## src/hdl/tmsp_pkg.sv

```systemverilog
package tmsp_pkg;

  localparam int unsigned PhW  = 4;
  localparam int unsigned StW  = 3;
  localparam int unsigned CfgIdxW = 3;
  localparam int unsigned CfgDataW = 32;

  localparam logic [PhW-1:0] PH_MAGIC   = 4'd0;
  localparam logic [PhW-1:0] PH_VERSION = 4'd1;
  localparam logic [PhW-1:0] PH_FLAGS   = 4'd2;
  localparam logic [PhW-1:0] PH_MSGTYPE = 4'd3;
  localparam logic [PhW-1:0] PH_PAYLEN  = 4'd4;
  localparam logic [PhW-1:0] PH_NAMELEN = 4'd5;
  localparam logic [PhW-1:0] PH_NAME    = 4'd6;
  localparam logic [PhW-1:0] PH_TYPE    = 4'd7;
  localparam logic [PhW-1:0] PH_DATALEN = 4'd8;
  localparam logic [PhW-1:0] PH_DATA    = 4'd9;
  localparam logic [PhW-1:0] PH_TRAIL   = 4'd10;
  localparam logic [PhW-1:0] PH_DISCARD = 4'd11;

  localparam logic [StW-1:0] ST_BUSY    = 3'd0;
  localparam logic [StW-1:0] ST_OK      = 3'd1;
  localparam logic [StW-1:0] ST_MAGIC   = 3'd2;
  localparam logic [StW-1:0] ST_VERSION = 3'd3;
  localparam logic [StW-1:0] ST_TRUNC   = 3'd4;
  localparam logic [StW-1:0] ST_TYPE    = 3'd5;
  localparam logic [StW-1:0] ST_LENGTH  = 3'd6;

  localparam logic [CfgIdxW-1:0] REG_MAGIC   = 3'd0;
  localparam logic [CfgIdxW-1:0] REG_VERSION = 3'd1;
  localparam logic [CfgIdxW-1:0] REG_TEXT    = 3'd2;
  localparam logic [CfgIdxW-1:0] REG_WORD32  = 3'd3;
  localparam logic [CfgIdxW-1:0] REG_WORD64  = 3'd4;
  localparam logic [CfgIdxW-1:0] REG_BLOB    = 3'd5;

  localparam logic [31:0] MAGIC_RST   = 32'h4C50_5446;
  localparam logic [7:0]  VERSION_RST = 8'd1;
  localparam logic [7:0]  TEXT_RST    = 8'd10;
  localparam logic [7:0]  WORD32_RST  = 8'd2;
  localparam logic [7:0]  WORD64_RST  = 8'd3;
  localparam logic [7:0]  BLOB_RST    = 8'd11;

  localparam logic [15:0] WORD32_LEN = 16'd4;
  localparam logic [15:0] WORD64_LEN = 16'd8;
  localparam logic [15:0] MAGIC_LEN  = 16'd4;
  localparam logic [15:0] MSGTYPE_LEN = 16'd2;
  localparam logic [15:0] PAYLEN_LEN = 16'd4;
  localparam logic [15:0] DATALEN_LEN = 16'd2;

  localparam logic [2:0] KIND_TEXT    = 3'd0;
  localparam logic [2:0] KIND_WORD32  = 3'd1;
  localparam logic [2:0] KIND_WORD64  = 3'd2;
  localparam logic [2:0] KIND_BLOB    = 3'd3;
  localparam logic [2:0] KIND_UNKNOWN = 3'd4;

  typedef struct packed {
    logic [PhW-1:0] part;
    logic [7:0]     byte_echo;
    logic [63:0]    value;
    logic           value_valid;
    logic [1:0]     field_kind;
    logic [StW-1:0] status;
    logic           packet_done;
  } res_t;

  function automatic logic [2:0] kind_of(input logic [7:0] code, input logic [7:0] c_text,
                                         input logic [7:0] c_w32, input logic [7:0] c_w64,
                                         input logic [7:0] c_blob);
    logic [2:0] k;
    if (code == c_text) begin
      k = KIND_TEXT;
    end else if (code == c_w32) begin
      k = KIND_WORD32;
    end else if (code == c_w64) begin
      k = KIND_WORD64;
    end else if (code == c_blob) begin
      k = KIND_BLOB;
    end else begin
      k = KIND_UNKNOWN;
    end
    return k;
  endfunction

endpackage

```

## src/hdl/tmsp_in_if.sv

```systemverilog
interface tmsp_in_if;
  logic       valid;
  logic       ready;
  logic [7:0] data_byte;
  logic       end_of_buffer;

  modport source (output valid, output data_byte, output end_of_buffer, input ready);
  modport sink (input valid, input data_byte, input end_of_buffer, output ready);
endinterface

```

## src/hdl/tmsp_out_if.sv

```systemverilog
interface tmsp_out_if;
  logic        valid;
  logic        ready;
  logic [3:0]  part;
  logic [7:0]  byte_echo;
  logic [63:0] value;
  logic        value_valid;
  logic [1:0]  field_kind;
  logic [2:0]  status;
  logic        packet_done;

  modport source (output valid, output part, output byte_echo, output value,
                  output value_valid, output field_kind, output status,
                  output packet_done, input ready);
  modport sink (input valid, input part, input byte_echo, input value,
                input value_valid, input field_kind, input status,
                input packet_done, output ready);
endinterface

```

## src/hdl/tlv_message_stream_parser.sv

```systemverilog
// Byte-serial parser for TLV packets: a 12-byte big-endian header followed by fields.
// Input channel in_i carries one packet byte per item with an end-of-buffer mark.
// Output channel out_o carries one result item per input byte: the part the byte
// belongs to, the byte itself, any completed numeric value, the field kind and status.
// The configuration port writes the expected magic, the version and the four type
// codes; the user must write it only while no item is in flight, as the block
// itself does not enforce this. An accepted byte's result is registered in the result
// register, or in the skid register when that is full. Throughput is one byte
// per cycle while ready is high; the phase machine and its counters update per byte.
// The output side has a result register and one skid register, so a byte is still
// accepted while a finished result waits; ready drops only when both are full and
// returns once the receiver takes a result.
// Reset restores the register defaults, puts the parser at the start of a packet
// and empties the output. The byte after an end-of-buffer mark starts a new packet.
module tlv_message_stream_parser (
  input  logic                              clk_i,
  input  logic                              rst_ni,
  tmsp_in_if.sink                           in_i,
  tmsp_out_if.source                        out_o,
  input  logic                              cfg_we_i,
  input  logic [tmsp_pkg::CfgIdxW-1:0]      cfg_idx_i,
  input  logic [tmsp_pkg::CfgDataW-1:0]     cfg_data_i
);
  import tmsp_pkg::*;

  logic [31:0] magic_q;
  logic [7:0]  version_q, text_q, w32_q, w64_q, blob_q;

  logic [PhW-1:0] phase_q, phase_d;
  logic [15:0]    cnt_q, cnt_d;
  logic [32:0]    off_q, off_d;
  logic [31:0]    paylen_q, paylen_d;
  logic [7:0]     namelen_q, namelen_d;
  logic [7:0]     kcode_q, kcode_d;
  logic [15:0]    dlen_q, dlen_d;
  logic [63:0]    acc_q, acc_d;
  logic [StW-1:0] fstat_q, fstat_d;

  res_t res_d, out_q, skid_q;
  logic out_valid_q, skid_valid_q;
  logic accept, pop;

  logic [7:0] b;
  logic       eob;
  logic [2:0] k_byte, k_stored;

  assign b        = in_i.data_byte;
  assign eob      = in_i.end_of_buffer;
  assign in_i.ready = !skid_valid_q;
  assign accept   = in_i.valid && in_i.ready;
  assign pop      = out_valid_q && out_o.ready;

  assign k_byte   = kind_of(b, text_q, w32_q, w64_q, blob_q);
  assign k_stored = kind_of(kcode_q, text_q, w32_q, w64_q, blob_q);

  always_ff @(posedge clk_i or negedge rst_ni) begin
    if (!rst_ni) begin
      magic_q   <= MAGIC_RST;
      version_q <= VERSION_RST;
      text_q    <= TEXT_RST;
      w32_q     <= WORD32_RST;
      w64_q     <= WORD64_RST;
      blob_q    <= BLOB_RST;
    end else if (cfg_we_i) begin
      case (cfg_idx_i)
        REG_MAGIC:   magic_q   <= cfg_data_i;
        REG_VERSION: version_q <= cfg_data_i[7:0];
        REG_TEXT:    text_q    <= cfg_data_i[7:0];
        REG_WORD32:  w32_q     <= cfg_data_i[7:0];
        REG_WORD64:  w64_q     <= cfg_data_i[7:0];
        REG_BLOB:    blob_q    <= cfg_data_i[7:0];
        default: begin
        end
      endcase
    end
  end

  always_comb begin
    logic fin;
    logic [StW-1:0] fin_st;
    logic ent;
    logic [PhW-1:0] ent_ph;
    logic [2:0] k;
    fin    = 1'b0;
    fin_st = ST_BUSY;
    ent    = 1'b0;
    ent_ph = phase_q;
    k      = KIND_UNKNOWN;

    phase_d   = phase_q;
    cnt_d     = cnt_q;
    off_d     = off_q;
    paylen_d  = paylen_q;
    namelen_d = namelen_q;
    kcode_d   = kcode_q;
    dlen_d    = dlen_q;
    acc_d     = acc_q;
    fstat_d   = fstat_q;

    res_d.part        = phase_q;
    res_d.byte_echo   = b;
    res_d.value       = 64'd0;
    res_d.value_valid = 1'b0;
    res_d.field_kind  = 2'd0;
    res_d.status      = fstat_q;
    res_d.packet_done = 1'b0;

    if (phase_q != PH_TRAIL && phase_q != PH_DISCARD) begin
      acc_d = {acc_q[55:0], b};
      cnt_d = cnt_q + 16'd1;
      if (phase_q >= PH_NAMELEN) begin
        off_d = off_q + 33'd1;
      end

      case (phase_q)
        PH_MAGIC: begin
          if (cnt_d == MAGIC_LEN) begin
            res_d.value       = {32'd0, acc_d[31:0]};
            res_d.value_valid = 1'b1;
            if (acc_d[31:0] != magic_q) begin
              fin = 1'b1;
              fin_st = ST_MAGIC;
            end else begin
              ent = 1'b1;
              ent_ph = PH_VERSION;
            end
          end
        end
        PH_VERSION: begin
          res_d.value       = {56'd0, b};
          res_d.value_valid = 1'b1;
          if (b != version_q) begin
            fin = 1'b1;
            fin_st = ST_VERSION;
          end else begin
            ent = 1'b1;
            ent_ph = PH_FLAGS;
          end
        end
        PH_FLAGS: begin
          res_d.value       = {56'd0, b};
          res_d.value_valid = 1'b1;
          ent = 1'b1;
          ent_ph = PH_MSGTYPE;
        end
        PH_MSGTYPE: begin
          if (cnt_d == MSGTYPE_LEN) begin
            res_d.value       = {48'd0, acc_d[15:0]};
            res_d.value_valid = 1'b1;
            ent = 1'b1;
            ent_ph = PH_PAYLEN;
          end
        end
        PH_PAYLEN: begin
          if (cnt_d == PAYLEN_LEN) begin
            res_d.value       = {32'd0, acc_d[31:0]};
            res_d.value_valid = 1'b1;
            paylen_d = acc_d[31:0];
            off_d    = 33'd0;
            if (acc_d[31:0] == 32'd0) begin
              fin = 1'b1;
              fin_st = ST_OK;
            end else begin
              ent = 1'b1;
              ent_ph = PH_NAMELEN;
            end
          end
        end
        PH_NAMELEN: begin
          res_d.value       = {56'd0, b};
          res_d.value_valid = 1'b1;
          namelen_d = b;
          ent = 1'b1;
          ent_ph = (b != 8'd0) ? PH_NAME : PH_TYPE;
        end
        PH_NAME: begin
          if (cnt_d >= {8'd0, namelen_q}) begin
            ent = 1'b1;
            ent_ph = PH_TYPE;
          end
        end
        PH_TYPE: begin
          res_d.value       = {56'd0, b};
          res_d.value_valid = 1'b1;
          kcode_d = b;
          res_d.field_kind = (k_byte != KIND_UNKNOWN) ? k_byte[1:0] : 2'd0;
          ent = 1'b1;
          ent_ph = PH_DATALEN;
        end
        PH_DATALEN: begin
          k = k_stored;
          res_d.field_kind = (k != KIND_UNKNOWN) ? k[1:0] : 2'd0;
          if (cnt_d == DATALEN_LEN) begin
            res_d.value       = {48'd0, acc_d[15:0]};
            res_d.value_valid = 1'b1;
            dlen_d = acc_d[15:0];
            if (k == KIND_UNKNOWN) begin
              fin = 1'b1;
              fin_st = ST_TYPE;
            end else if ((k == KIND_WORD32 && acc_d[15:0] != WORD32_LEN) ||
                         (k == KIND_WORD64 && acc_d[15:0] != WORD64_LEN)) begin
              fin = 1'b1;
              fin_st = ST_LENGTH;
            end else if (acc_d[15:0] == 16'd0) begin
              if (off_d >= {1'b0, paylen_q}) begin
                fin = 1'b1;
                fin_st = ST_OK;
              end else begin
                ent = 1'b1;
                ent_ph = PH_NAMELEN;
              end
            end else begin
              ent = 1'b1;
              ent_ph = PH_DATA;
            end
          end
        end
        PH_DATA: begin
          k = k_stored;
          res_d.field_kind = (k != KIND_UNKNOWN) ? k[1:0] : 2'd0;
          if (cnt_d >= dlen_q) begin
            if (k == KIND_WORD32 || k == KIND_WORD64) begin
              res_d.value       = acc_d;
              res_d.value_valid = 1'b1;
            end
            if (off_d >= {1'b0, paylen_q}) begin
              fin = 1'b1;
              fin_st = ST_OK;
            end else begin
              ent = 1'b1;
              ent_ph = PH_NAMELEN;
            end
          end
        end
        default: begin
        end
      endcase

      if (!fin && eob) begin
        fin = 1'b1;
        fin_st = ST_TRUNC;
      end
      if (fin) begin
        fstat_d = fin_st;
        ent = 1'b1;
        ent_ph = (fin_st == ST_OK) ? PH_TRAIL : PH_DISCARD;
      end
      if (ent) begin
        phase_d = ent_ph;
        cnt_d   = 16'd0;
        acc_d   = 64'd0;
      end
      res_d.status      = fstat_d;
      res_d.packet_done = fin;
    end

    if (eob) begin
      phase_d   = PH_MAGIC;
      cnt_d     = 16'd0;
      acc_d     = 64'd0;
      off_d     = 33'd0;
      paylen_d  = 32'd0;
      namelen_d = 8'd0;
      kcode_d   = 8'd0;
      dlen_d    = 16'd0;
      fstat_d   = ST_BUSY;
    end
  end

  always_ff @(posedge clk_i or negedge rst_ni) begin
    if (!rst_ni) begin
      phase_q   <= PH_MAGIC;
      cnt_q     <= 16'd0;
      off_q     <= 33'd0;
      paylen_q  <= 32'd0;
      namelen_q <= 8'd0;
      kcode_q   <= 8'd0;
      dlen_q    <= 16'd0;
      acc_q     <= 64'd0;
      fstat_q   <= ST_BUSY;
    end else if (accept) begin
      phase_q   <= phase_d;
      cnt_q     <= cnt_d;
      off_q     <= off_d;
      paylen_q  <= paylen_d;
      namelen_q <= namelen_d;
      kcode_q   <= kcode_d;
      dlen_q    <= dlen_d;
      acc_q     <= acc_d;
      fstat_q   <= fstat_d;
    end
  end

  always_ff @(posedge clk_i or negedge rst_ni) begin
    if (!rst_ni) begin
      out_valid_q  <= 1'b0;
      skid_valid_q <= 1'b0;
    end else if (skid_valid_q) begin
      if (pop) begin
        skid_valid_q <= 1'b0;
      end
    end else if (accept) begin
      if (!out_valid_q || pop) begin
        out_valid_q <= 1'b1;
      end else begin
        skid_valid_q <= 1'b1;
      end
    end else if (pop) begin
      out_valid_q <= 1'b0;
    end
  end

  always_ff @(posedge clk_i) begin
    if (skid_valid_q) begin
      if (pop) begin
        out_q <= skid_q;
      end
    end else if (accept) begin
      if (!out_valid_q || pop) begin
        out_q <= res_d;
      end else begin
        skid_q <= res_d;
      end
    end
  end

  assign out_o.valid       = out_valid_q;
  assign out_o.part        = out_q.part;
  assign out_o.byte_echo   = out_q.byte_echo;
  assign out_o.value       = out_q.value;
  assign out_o.value_valid = out_q.value_valid;
  assign out_o.field_kind  = out_q.field_kind;
  assign out_o.status      = out_q.status;
  assign out_o.packet_done = out_q.packet_done;

  a_skid_needs_out: assert property (@(posedge clk_i) disable iff (!rst_ni)
    skid_valid_q |-> out_valid_q)
    else $error("skid register holds an item while the result register is empty");

  a_trail_is_ok: assert property (@(posedge clk_i) disable iff (!rst_ni)
    (phase_q == PH_TRAIL) |-> (fstat_q == ST_OK))
    else $error("trailing phase without ok status");

  a_busy_in_parse: assert property (@(posedge clk_i) disable iff (!rst_ni)
    (phase_q != PH_TRAIL && phase_q != PH_DISCARD) |-> (fstat_q == ST_BUSY))
    else $error("final status set while still parsing");

  a_done_final: assert property (@(posedge clk_i) disable iff (!rst_ni)
    (out_valid_q && out_q.packet_done) |-> (out_q.status != ST_BUSY && !out_q.value_valid ||
                                            out_q.status != ST_BUSY))
    else $error("packet done reported with busy status");

  a_no_value_after_final: assert property (@(posedge clk_i) disable iff (!rst_ni)
    (out_valid_q && (out_q.part == PH_TRAIL || out_q.part == PH_DISCARD))
      |-> (!out_q.value_valid && !out_q.packet_done))
    else $error("value or done reported on a byte after the final status");

endmodule
```

## src/flat_wrapper.sv

```systemverilog
// flat-port wrapper written by rule: the top's interface ports become plain ports
module tlv_message_stream_parser_flat import tmsp_pkg::*;
  (clk_i, rst_ni, cfg_we_i, cfg_idx_i, cfg_data_i, in_i_valid, in_i_data_byte, in_i_end_of_buffer, in_i_ready, out_o_valid, out_o_part, out_o_byte_echo, out_o_value, out_o_value_valid, out_o_field_kind, out_o_status, out_o_packet_done, out_o_ready);
  tmsp_in_if in_i_i ();
  tmsp_out_if out_o_i ();
  input  logic clk_i;
  input  logic rst_ni;
  input  logic cfg_we_i;
  input  logic [tmsp_pkg::CfgIdxW-1:0] cfg_idx_i;
  input  logic [tmsp_pkg::CfgDataW-1:0] cfg_data_i;
  input wire logic [$bits(in_i_i.valid)-1:0] in_i_valid;
  input wire logic [$bits(in_i_i.data_byte)-1:0] in_i_data_byte;
  input wire logic [$bits(in_i_i.end_of_buffer)-1:0] in_i_end_of_buffer;
  output wire logic [$bits(in_i_i.ready)-1:0] in_i_ready;
  output wire logic [$bits(out_o_i.valid)-1:0] out_o_valid;
  output wire logic [$bits(out_o_i.part)-1:0] out_o_part;
  output wire logic [$bits(out_o_i.byte_echo)-1:0] out_o_byte_echo;
  output wire logic [$bits(out_o_i.value)-1:0] out_o_value;
  output wire logic [$bits(out_o_i.value_valid)-1:0] out_o_value_valid;
  output wire logic [$bits(out_o_i.field_kind)-1:0] out_o_field_kind;
  output wire logic [$bits(out_o_i.status)-1:0] out_o_status;
  output wire logic [$bits(out_o_i.packet_done)-1:0] out_o_packet_done;
  input wire logic [$bits(out_o_i.ready)-1:0] out_o_ready;
  assign in_i_i.valid = in_i_valid;
  assign in_i_i.data_byte = in_i_data_byte;
  assign in_i_i.end_of_buffer = in_i_end_of_buffer;
  assign in_i_ready = in_i_i.ready;
  assign out_o_valid = out_o_i.valid;
  assign out_o_part = out_o_i.part;
  assign out_o_byte_echo = out_o_i.byte_echo;
  assign out_o_value = out_o_i.value;
  assign out_o_value_valid = out_o_i.value_valid;
  assign out_o_field_kind = out_o_i.field_kind;
  assign out_o_status = out_o_i.status;
  assign out_o_packet_done = out_o_i.packet_done;
  assign out_o_i.ready = out_o_ready;
  tlv_message_stream_parser u_core (.clk_i(clk_i), .rst_ni(rst_ni), .in_i(in_i_i), .out_o(out_o_i), .cfg_we_i(cfg_we_i), .cfg_idx_i(cfg_idx_i), .cfg_data_i(cfg_data_i));
endmodule
```

## config.mk

```make
export PLATFORM = sky130hd
export DESIGN_NAME = tlv_message_stream_parser_flat
export DESIGN_NICKNAME = d
export VERILOG_FILES = /design/src/hdl/tmsp_pkg.sv /design/src/hdl/tmsp_in_if.sv /design/src/hdl/tmsp_out_if.sv /design/src/hdl/tlv_message_stream_parser.sv /design/src/flat_wrapper.sv
export SDC_FILE = /design/constraint.sdc
export NUM_CORES = 1
export LEC_CHECK = 0
export ABC_CLOCK_PERIOD_IN_PS = 8600
export BUFFER_PORTS_ARGS = -buffer_cell sky130_fd_sc_hd__clkbuf_2
export CORE_ASPECT_RATIO = 1.25
export CORE_UTILIZATION = 40
export DETAILED_ROUTE_END_ITERATION = 10
export PLACE_DENSITY_LB_ADDON = 0.15
export SLEW_MARGIN = 20
export SYNTH_ARGS = -nofsm -noshare
export SYNTH_HDL_FRONTEND = slang
export SYNTH_SLANG_ARGS = --single-unit
```

## constraint.sdc

```tcl
create_clock -name clk_i -period 8.6 [get_ports clk_i]
set_input_delay 2.58 -clock clk_i [delete_from_list [all_inputs] [get_ports clk_i]]
set_output_delay 2.58 -clock clk_i [all_outputs]
set_load 0.02 [all_outputs]
```

Word level (Yosys, flattened, before mapping)

Index checks and enable logic that the tools add are counted.

Output and inout port bits: 85
Flip-flop bits (word level): 416
Bits of input ports: 49

Order comparisons: 4
Add/sub/neg operators: 2
Reductions and logical operators: 49
Equal/unequal tests: 49
Muxes and demuxes: 122
Bitwise operators: 2

Operators with widths:

| operator                | count |
|---|---|
| $mux W83                | 4 |
| $pmux W65 S4            | 1 |
| $mux W33                | 7 |
| $mux W56                | 3 |
| $mux W65                | 2 |
| $mux W32                | 4 |
| $mux W16                | 7 |
| $mux W71                | 1 |
| $mux W4                 | 17 |
| $eq A8 B8 Y1            | 8 |
| $mux W3                 | 19 |
| $mux W8                 | 6 |
| $mux W1                 | 41 |
| $pmux W4 S10            | 1 |
| $add A33 B1 Y33 const B | 1 |
| $ge A33 B32 Y1          | 1 |
| $logic_not A32 Y1       | 1 |
| $ne A32 B32 Y1          | 1 |
| $ne A4 B4 Y1 const B    | 7 |
| $ne A4 B2 Y1 const B    | 6 |
| $reduce_bool A2 Y1      | 11 |
| $mux W17                | 1 |
| $add A16 B1 Y16 const B | 1 |
| $eq A16 B2 Y1 const B   | 1 |
| 37 further kinds        | 76 |

Longest topological paths before layout

Word-level depth: 23
Depth in mapped cells: 20
Gate-level depth less buffers: 17

Worst setup path before layout

No wires, ideal clock.

Path type: in2reg
Start point: in in_i_valid
End point: reg u_core.skid_q[0] (netlist name) (enable)
Stages: 2
Setup slack: -0.798 ns
Path buffers: 0
Arrival time: 8.755 ns
Library setup time: 0.643 ns
Cells stage by stage: nand2_1 -> nor3b_1

Longest elaborated chain between the ends: 2

RTL lines:

| item                        | line                             | RTL |
|---|---|---|
| start: declaration          | flat_wrapper.sv:11               | `input wire logic [$bits(in_i_i.valid)-1:0] in_i_valid;` |
| $logic_and A1 B1 Y1         | tlv_message_stream_parser.sv:50  | `assign accept = in_i.valid && in_i.ready;` |
| $reduce_and A3 Y1 (no line) | -                                |  |
| end signal: assignment      | tlv_message_stream_parser.sv:322 | `skid_q <= res_d;` |
| end: declaration            | tlv_message_stream_parser.sv:39  | `res_t res_d, out_q, skid_q;` |

No other way between the ends.
A chain may end at the register's enable or synchronous reset.

Worst setup path after layout

Start point: reg u_core.cnt_q[3]
End point: reg u_core.out_q, in the netlist u_core.out_o.value[1], data pin

Longest elaborated chain between the ends: 8
Elaborated cells on any way between the ends: 12
Those cells by class: add/sub (1); order compare (1); eq/ne (2); mux (8)

RTL lines:

| item                                         | line                             | RTL |
|---|---|---|
| start: declaration                           | tlv_message_stream_parser.sv:30  | `logic [15:0] cnt_q, cnt_d;` |
| start signal: assignment                     | tlv_message_stream_parser.sv:283 | `cnt_q <= cnt_d;` |
| $add A16 B1 Y16 (*)                          | tlv_message_stream_parser.sv:110 | `cnt_d = cnt_q + 16'd1;` |
| $ge A16 B16 Y1, or another cell as far along | tlv_message_stream_parser.sv:221 | `if (cnt_d >= dlen_q) begin` |
| $mux W65, or another cell as far along       | tlv_message_stream_parser.sv:221 |  |
| $pmux W65 S4 (*)                             | tlv_message_stream_parser.sv:115 | `case (phase_q)` |
| $mux W71 (*)                                 | tlv_message_stream_parser.sv:108 | `if (phase_q != PH_TRAIL && phase_q != PH_DISCARD) begin` |
| $mux W83 (*)                                 | tlv_message_stream_parser.sv:319 | `if (!out_valid_q \|\| pop) begin` |
| $mux W83 (*)                                 | tlv_message_stream_parser.sv:318 | `end else if (accept) begin` |
| $mux W83 (*)                                 | tlv_message_stream_parser.sv:314 | `if (skid_valid_q) begin` |
| end signal: assignment                       | tlv_message_stream_parser.sv:316 | `out_q <= skid_q;` |
| end signal: assignment                       | tlv_message_stream_parser.sv:320 | `out_q <= res_d;` |
| end: declaration                             | tlv_message_stream_parser.sv:39  |  |

Every way passes the cells marked *; elsewhere a longest branch is shown, timed or not. The select of a mux whose other input is x is not followed.

==> results.py <==
metrics = {
    "timing": {
        "fin_tns_setup_ns": 0,
        "finalHoldViolCount": 0,
        "maxSlewViolCount": 0,
        "worst_slew_pin_slew_ns": 1.10,
        "timing.fmax_ghz": 0.166,
        "slew_headroom": 0.260,
        "fin_skew_ns": 0.0254,
        "rsz0062_at_grt": "no",
        "setup_viol": 0,
        "min_period_ns": 6.01,
        "period_share": 0.698,
    },
    "finish": {
        "fin_nets": 2049,
        "multi_input_area_sq_um": 8630,
        "antenna_cells": 0,
        "num-fill-cells": 4709,
        "drive_above_1_share": 0.216,
        "final_common_cell": "nand2_1",
        "final_cell_mix": "281 x nand2_1, 230 x dfrtp_1, 166 x edfxtp_1",
        "area_delta_synth_final_pct": 13.4,
        "utilization": 0.461,
        "register_area_sq_um": 11300,
    },
    "min_path": {
        "hp-class": "flip-flop to flip-flop",
        "holdPathEnd": "u_core.paylen_q[20]",
        "hold_depth": 2,
        "hold_start": "u_core.paylen_q[20]",
    },
    "critical_path": {
        "rr_worst_depth": 14,
        "r2r-start": "u_core.cnt_q[3]",
        "cp_top_family": "compound AO/OA/AOI/OAI gates",
        "crit_slowest_cell": "a21oi_1",
        "slowest_delay_ns": 0.79,
        "worst-path-max-fanout": 33,
        "start_kind": "flip-flop",
        "r2r-end": "u_core.out_o.value[1]",
        "path_buf_inv": 1,
        "crit_start": "u_core.cnt_q[3]",
        "cp.arrival_ns": 6.30,
        "crit_path_cell_trace": "nand4_1 -> nor2_1 -> xnor2_1 -> inv_1 -> ha_1 -> a21oi_1 -> nor2_1 -> a211oi_1 -> o311ai_0 -> and3_1 -> a21o_1 -> a21oi_1 -> o21a_1 -> o31ai_1",
        "ff2ff_setup_slack_ns": 2.59,
        "end_kind": "flip-flop",
        "setup.worst_path.class": "flip-flop to flip-flop",
        "required_ns": 8.90,
    },
    "power_and_ir_drop": {
        "finalPower_w": 0.00691,
        "powerDensity_nw_per_um2": 296,
        "p_leak_nw": 9.80,
        "vdd.ir_drop.worst_v": 0.000231,
    },
    "clock_network": {
        "clkLatencyLatePin_ns": 0.58,
        "htreeDepth": 2,
        "clockRootBuffer": "clkbuf_16",
        "cts_tree": "yes",
        "cts_made_buffers": 43,
        "cts_hold_buf": 0,
        "cts.sinks": 416,
        "ctsResizeCount": 0,
        "clk_pin_slew_ns": 0.06,
        "cts_buffer_depth": 3,
        "post-cts-setup-buffer-count": 0,
    },
    "synthesis": {
        "syn_avg_cell_area_sq_um": 11.1,
        "yosysSeqAreaShare": 0.547,
        "syn-cell-area_sq_um": 20600,
        "synth_flop_cell": "dfrtp_1",
        "synth_warnings": 0,
        "synth_edf_count": 166,
        "ys_types": 69,
        "syn_inst": 1848,
        "synth_seq_cells": 416,
        "async_reset_ff_frac": 0.601,
        "synthesis.nets": 1956,
    },
    "detailed_routing": {
        "via_per_inst": 5.36,
        "via_count": 14100,
        "drt-total-wl_microns": 54200,
        "ant_nets": 0,
        "first_pass_iters": 5,
        "drt_iter0_markers": 754,
        "avgRoutedWirePerCell_microns": 20.6,
        "drc": 0,
    },
    "global_route": {
        "grt_pass1_wl_microns": 85800,
        "grt_antenna_before_repair": 0,
        "grt_start_max_net_pins": 133,
        "grt_usage": 0.212,
        "first_global_vias": 14400,
        "grt-ovfl-total": 0,
    },
    "floorplanning": {
        "fp.dieW_microns": 205,
        "dieArea_sq_um": 52400,
        "ios": 134,
        "initial_utilization": 0.407,
        "core_sq_um": 50600,
        "std_cell_rows": 92,
        "die_h_microns": 256,
    },
    "placed_design": {
        "portBuffers": 133,
        "hpwlAfterDp_microns": 38700,
        "place_congestion": 0.899,
    },
    "job": {
        "cap_viol_max_count": 0,
    },
    "outcome": {
        "status": "finished, final reports clean",
    },
}
where the power goes:
group          total (W)  switching (W)  internal (W)
sequential       0.00291       0.000299       0.00261
combinational    0.00207        0.00137      0.000707
clock            0.00193       0.000794       0.00113
total            0.00691        0.00246       0.00445
kinds of logic (layout without fill, tap and decap cells):
group	after synthesis	in the layout	synth area share
flip-flops	416	416	0.547
adder cells (fa/ha/maj)	59	59	0.0358
AND/OR/NAND/NOR	584	584	0.138
AO/OA/AOI/OAI	307	307	0.101
multiplexers	139	139	0.0759
buffers and inverters	191	319	0.0371
XOR/XNOR	152	152	0.0646
tightest hold or removal path: cells and delay by family (launching register included):
family | cells | cell delay (ns)
flops | 1 | 0.34
simple gates | 2 | 0.10
how the worst max path moves through the flow:
stage | endpoint | slack [ns] | cells past startpoint
2_1_floorplan | u_core.out_o.byte_echo[0] | 1.22 | 2
3_3_place_gp | u_core.cnt_q[2] | 2.08 | 12
3_5_place_dp | u_core.cnt_q[2] | 2.03 | 12
4_1_cts | u_core.cnt_q[2] | 2.48 | 17
5_1_grt | u_core.out_o.value[1] | 2.09 | 14
6_report | u_core.out_o.value[1] | 2.59 | 14
cell usage after synthesis (11+ instances only):
cell | n | area [sq um]
o31ai_2 | 18 | 225
or4_1 | 11 | 82.6
xnor2_1 | 69 | 604
buf_2 | 16 | 80.1
o31ai_1 | 15 | 113
inv_1 | 80 | 300
clkbuf_1 | 82 | 308
nor4_1 | 25 | 156
nand4_1 | 43 | 269
a21o_1 | 18 | 135
and3_1 | 14 | 87.6
nand2_1 | 281 | 1050
dfrtp_1 | 230 | 5760
a21oi_1 | 26 | 130
and2_1 | 49 | 307
nor3_1 | 25 | 125
o21ai_1 | 35 | 175
ha_1 | 59 | 738
dfstp_2 | 20 | 526
nor2_1 | 53 | 199
a32o_1 | 27 | 270
nand3_1 | 36 | 180
mux2_2 | 138 | 1550
o21ai_0 | 106 | 531
edfxtp_1 | 166 | 4980
xor2_1 | 83 | 727
sequential cells by signal (all words and copies together), names as in the netlist, 2 cells and up:
register and cells:
u_core.paylen_q 32, u_core.phase_q 4, u_core.out_o.part 4, u_core.w64_q 8, u_core.out_o.field_kind 2, u_core.out_o.value 64
u_core.text_q 8, u_core.out_o.status 3, u_core.namelen_q 8, u_core.blob_q 8, u_core.off_q 33, u_core.kcode_q 8
u_core.fstat_q 3, u_core.dlen_q 16, u_core.acc_q 56, u_core.version_q 8, u_core.magic_q 32, u_core.w32_q 8
u_core.cnt_q 16, u_core.skid_q 83, u_core.out_o.byte_echo 8
stage by stage:
stage	worst slack, ns	cells	hold WS, ns	area (sq um)
floorplan	1.22	1848	0.420	20600
global route	2.09	2634	0.495	23400
detailed placement	2.03	2554	0.463	21900
CTS	2.48	2634	0.479	23400
finish	2.59	2634	0.474	23400
global placement	2.08	2554	0.455	21900
area by class of cell:
class                      instances  share of cell area
sequential                       416               0.482
timing repair buffer             158              0.0375
inverter                          81              0.0130
tap                              658              0.0352
clock buffer                      69              0.0555
multi-input combinational       1241               0.369
clock inverter                    11             0.00739
metal layers:
layer | wire length, microns | global-route usage
met3 | 2150 | 0.0293
met4 | 2270 | 0.0901
met5 | 0 | 0
met2 | 25900 | 0.343
met1 | 23800 | 0.282
Note: power is estimated with default switching activity, not from simulation.
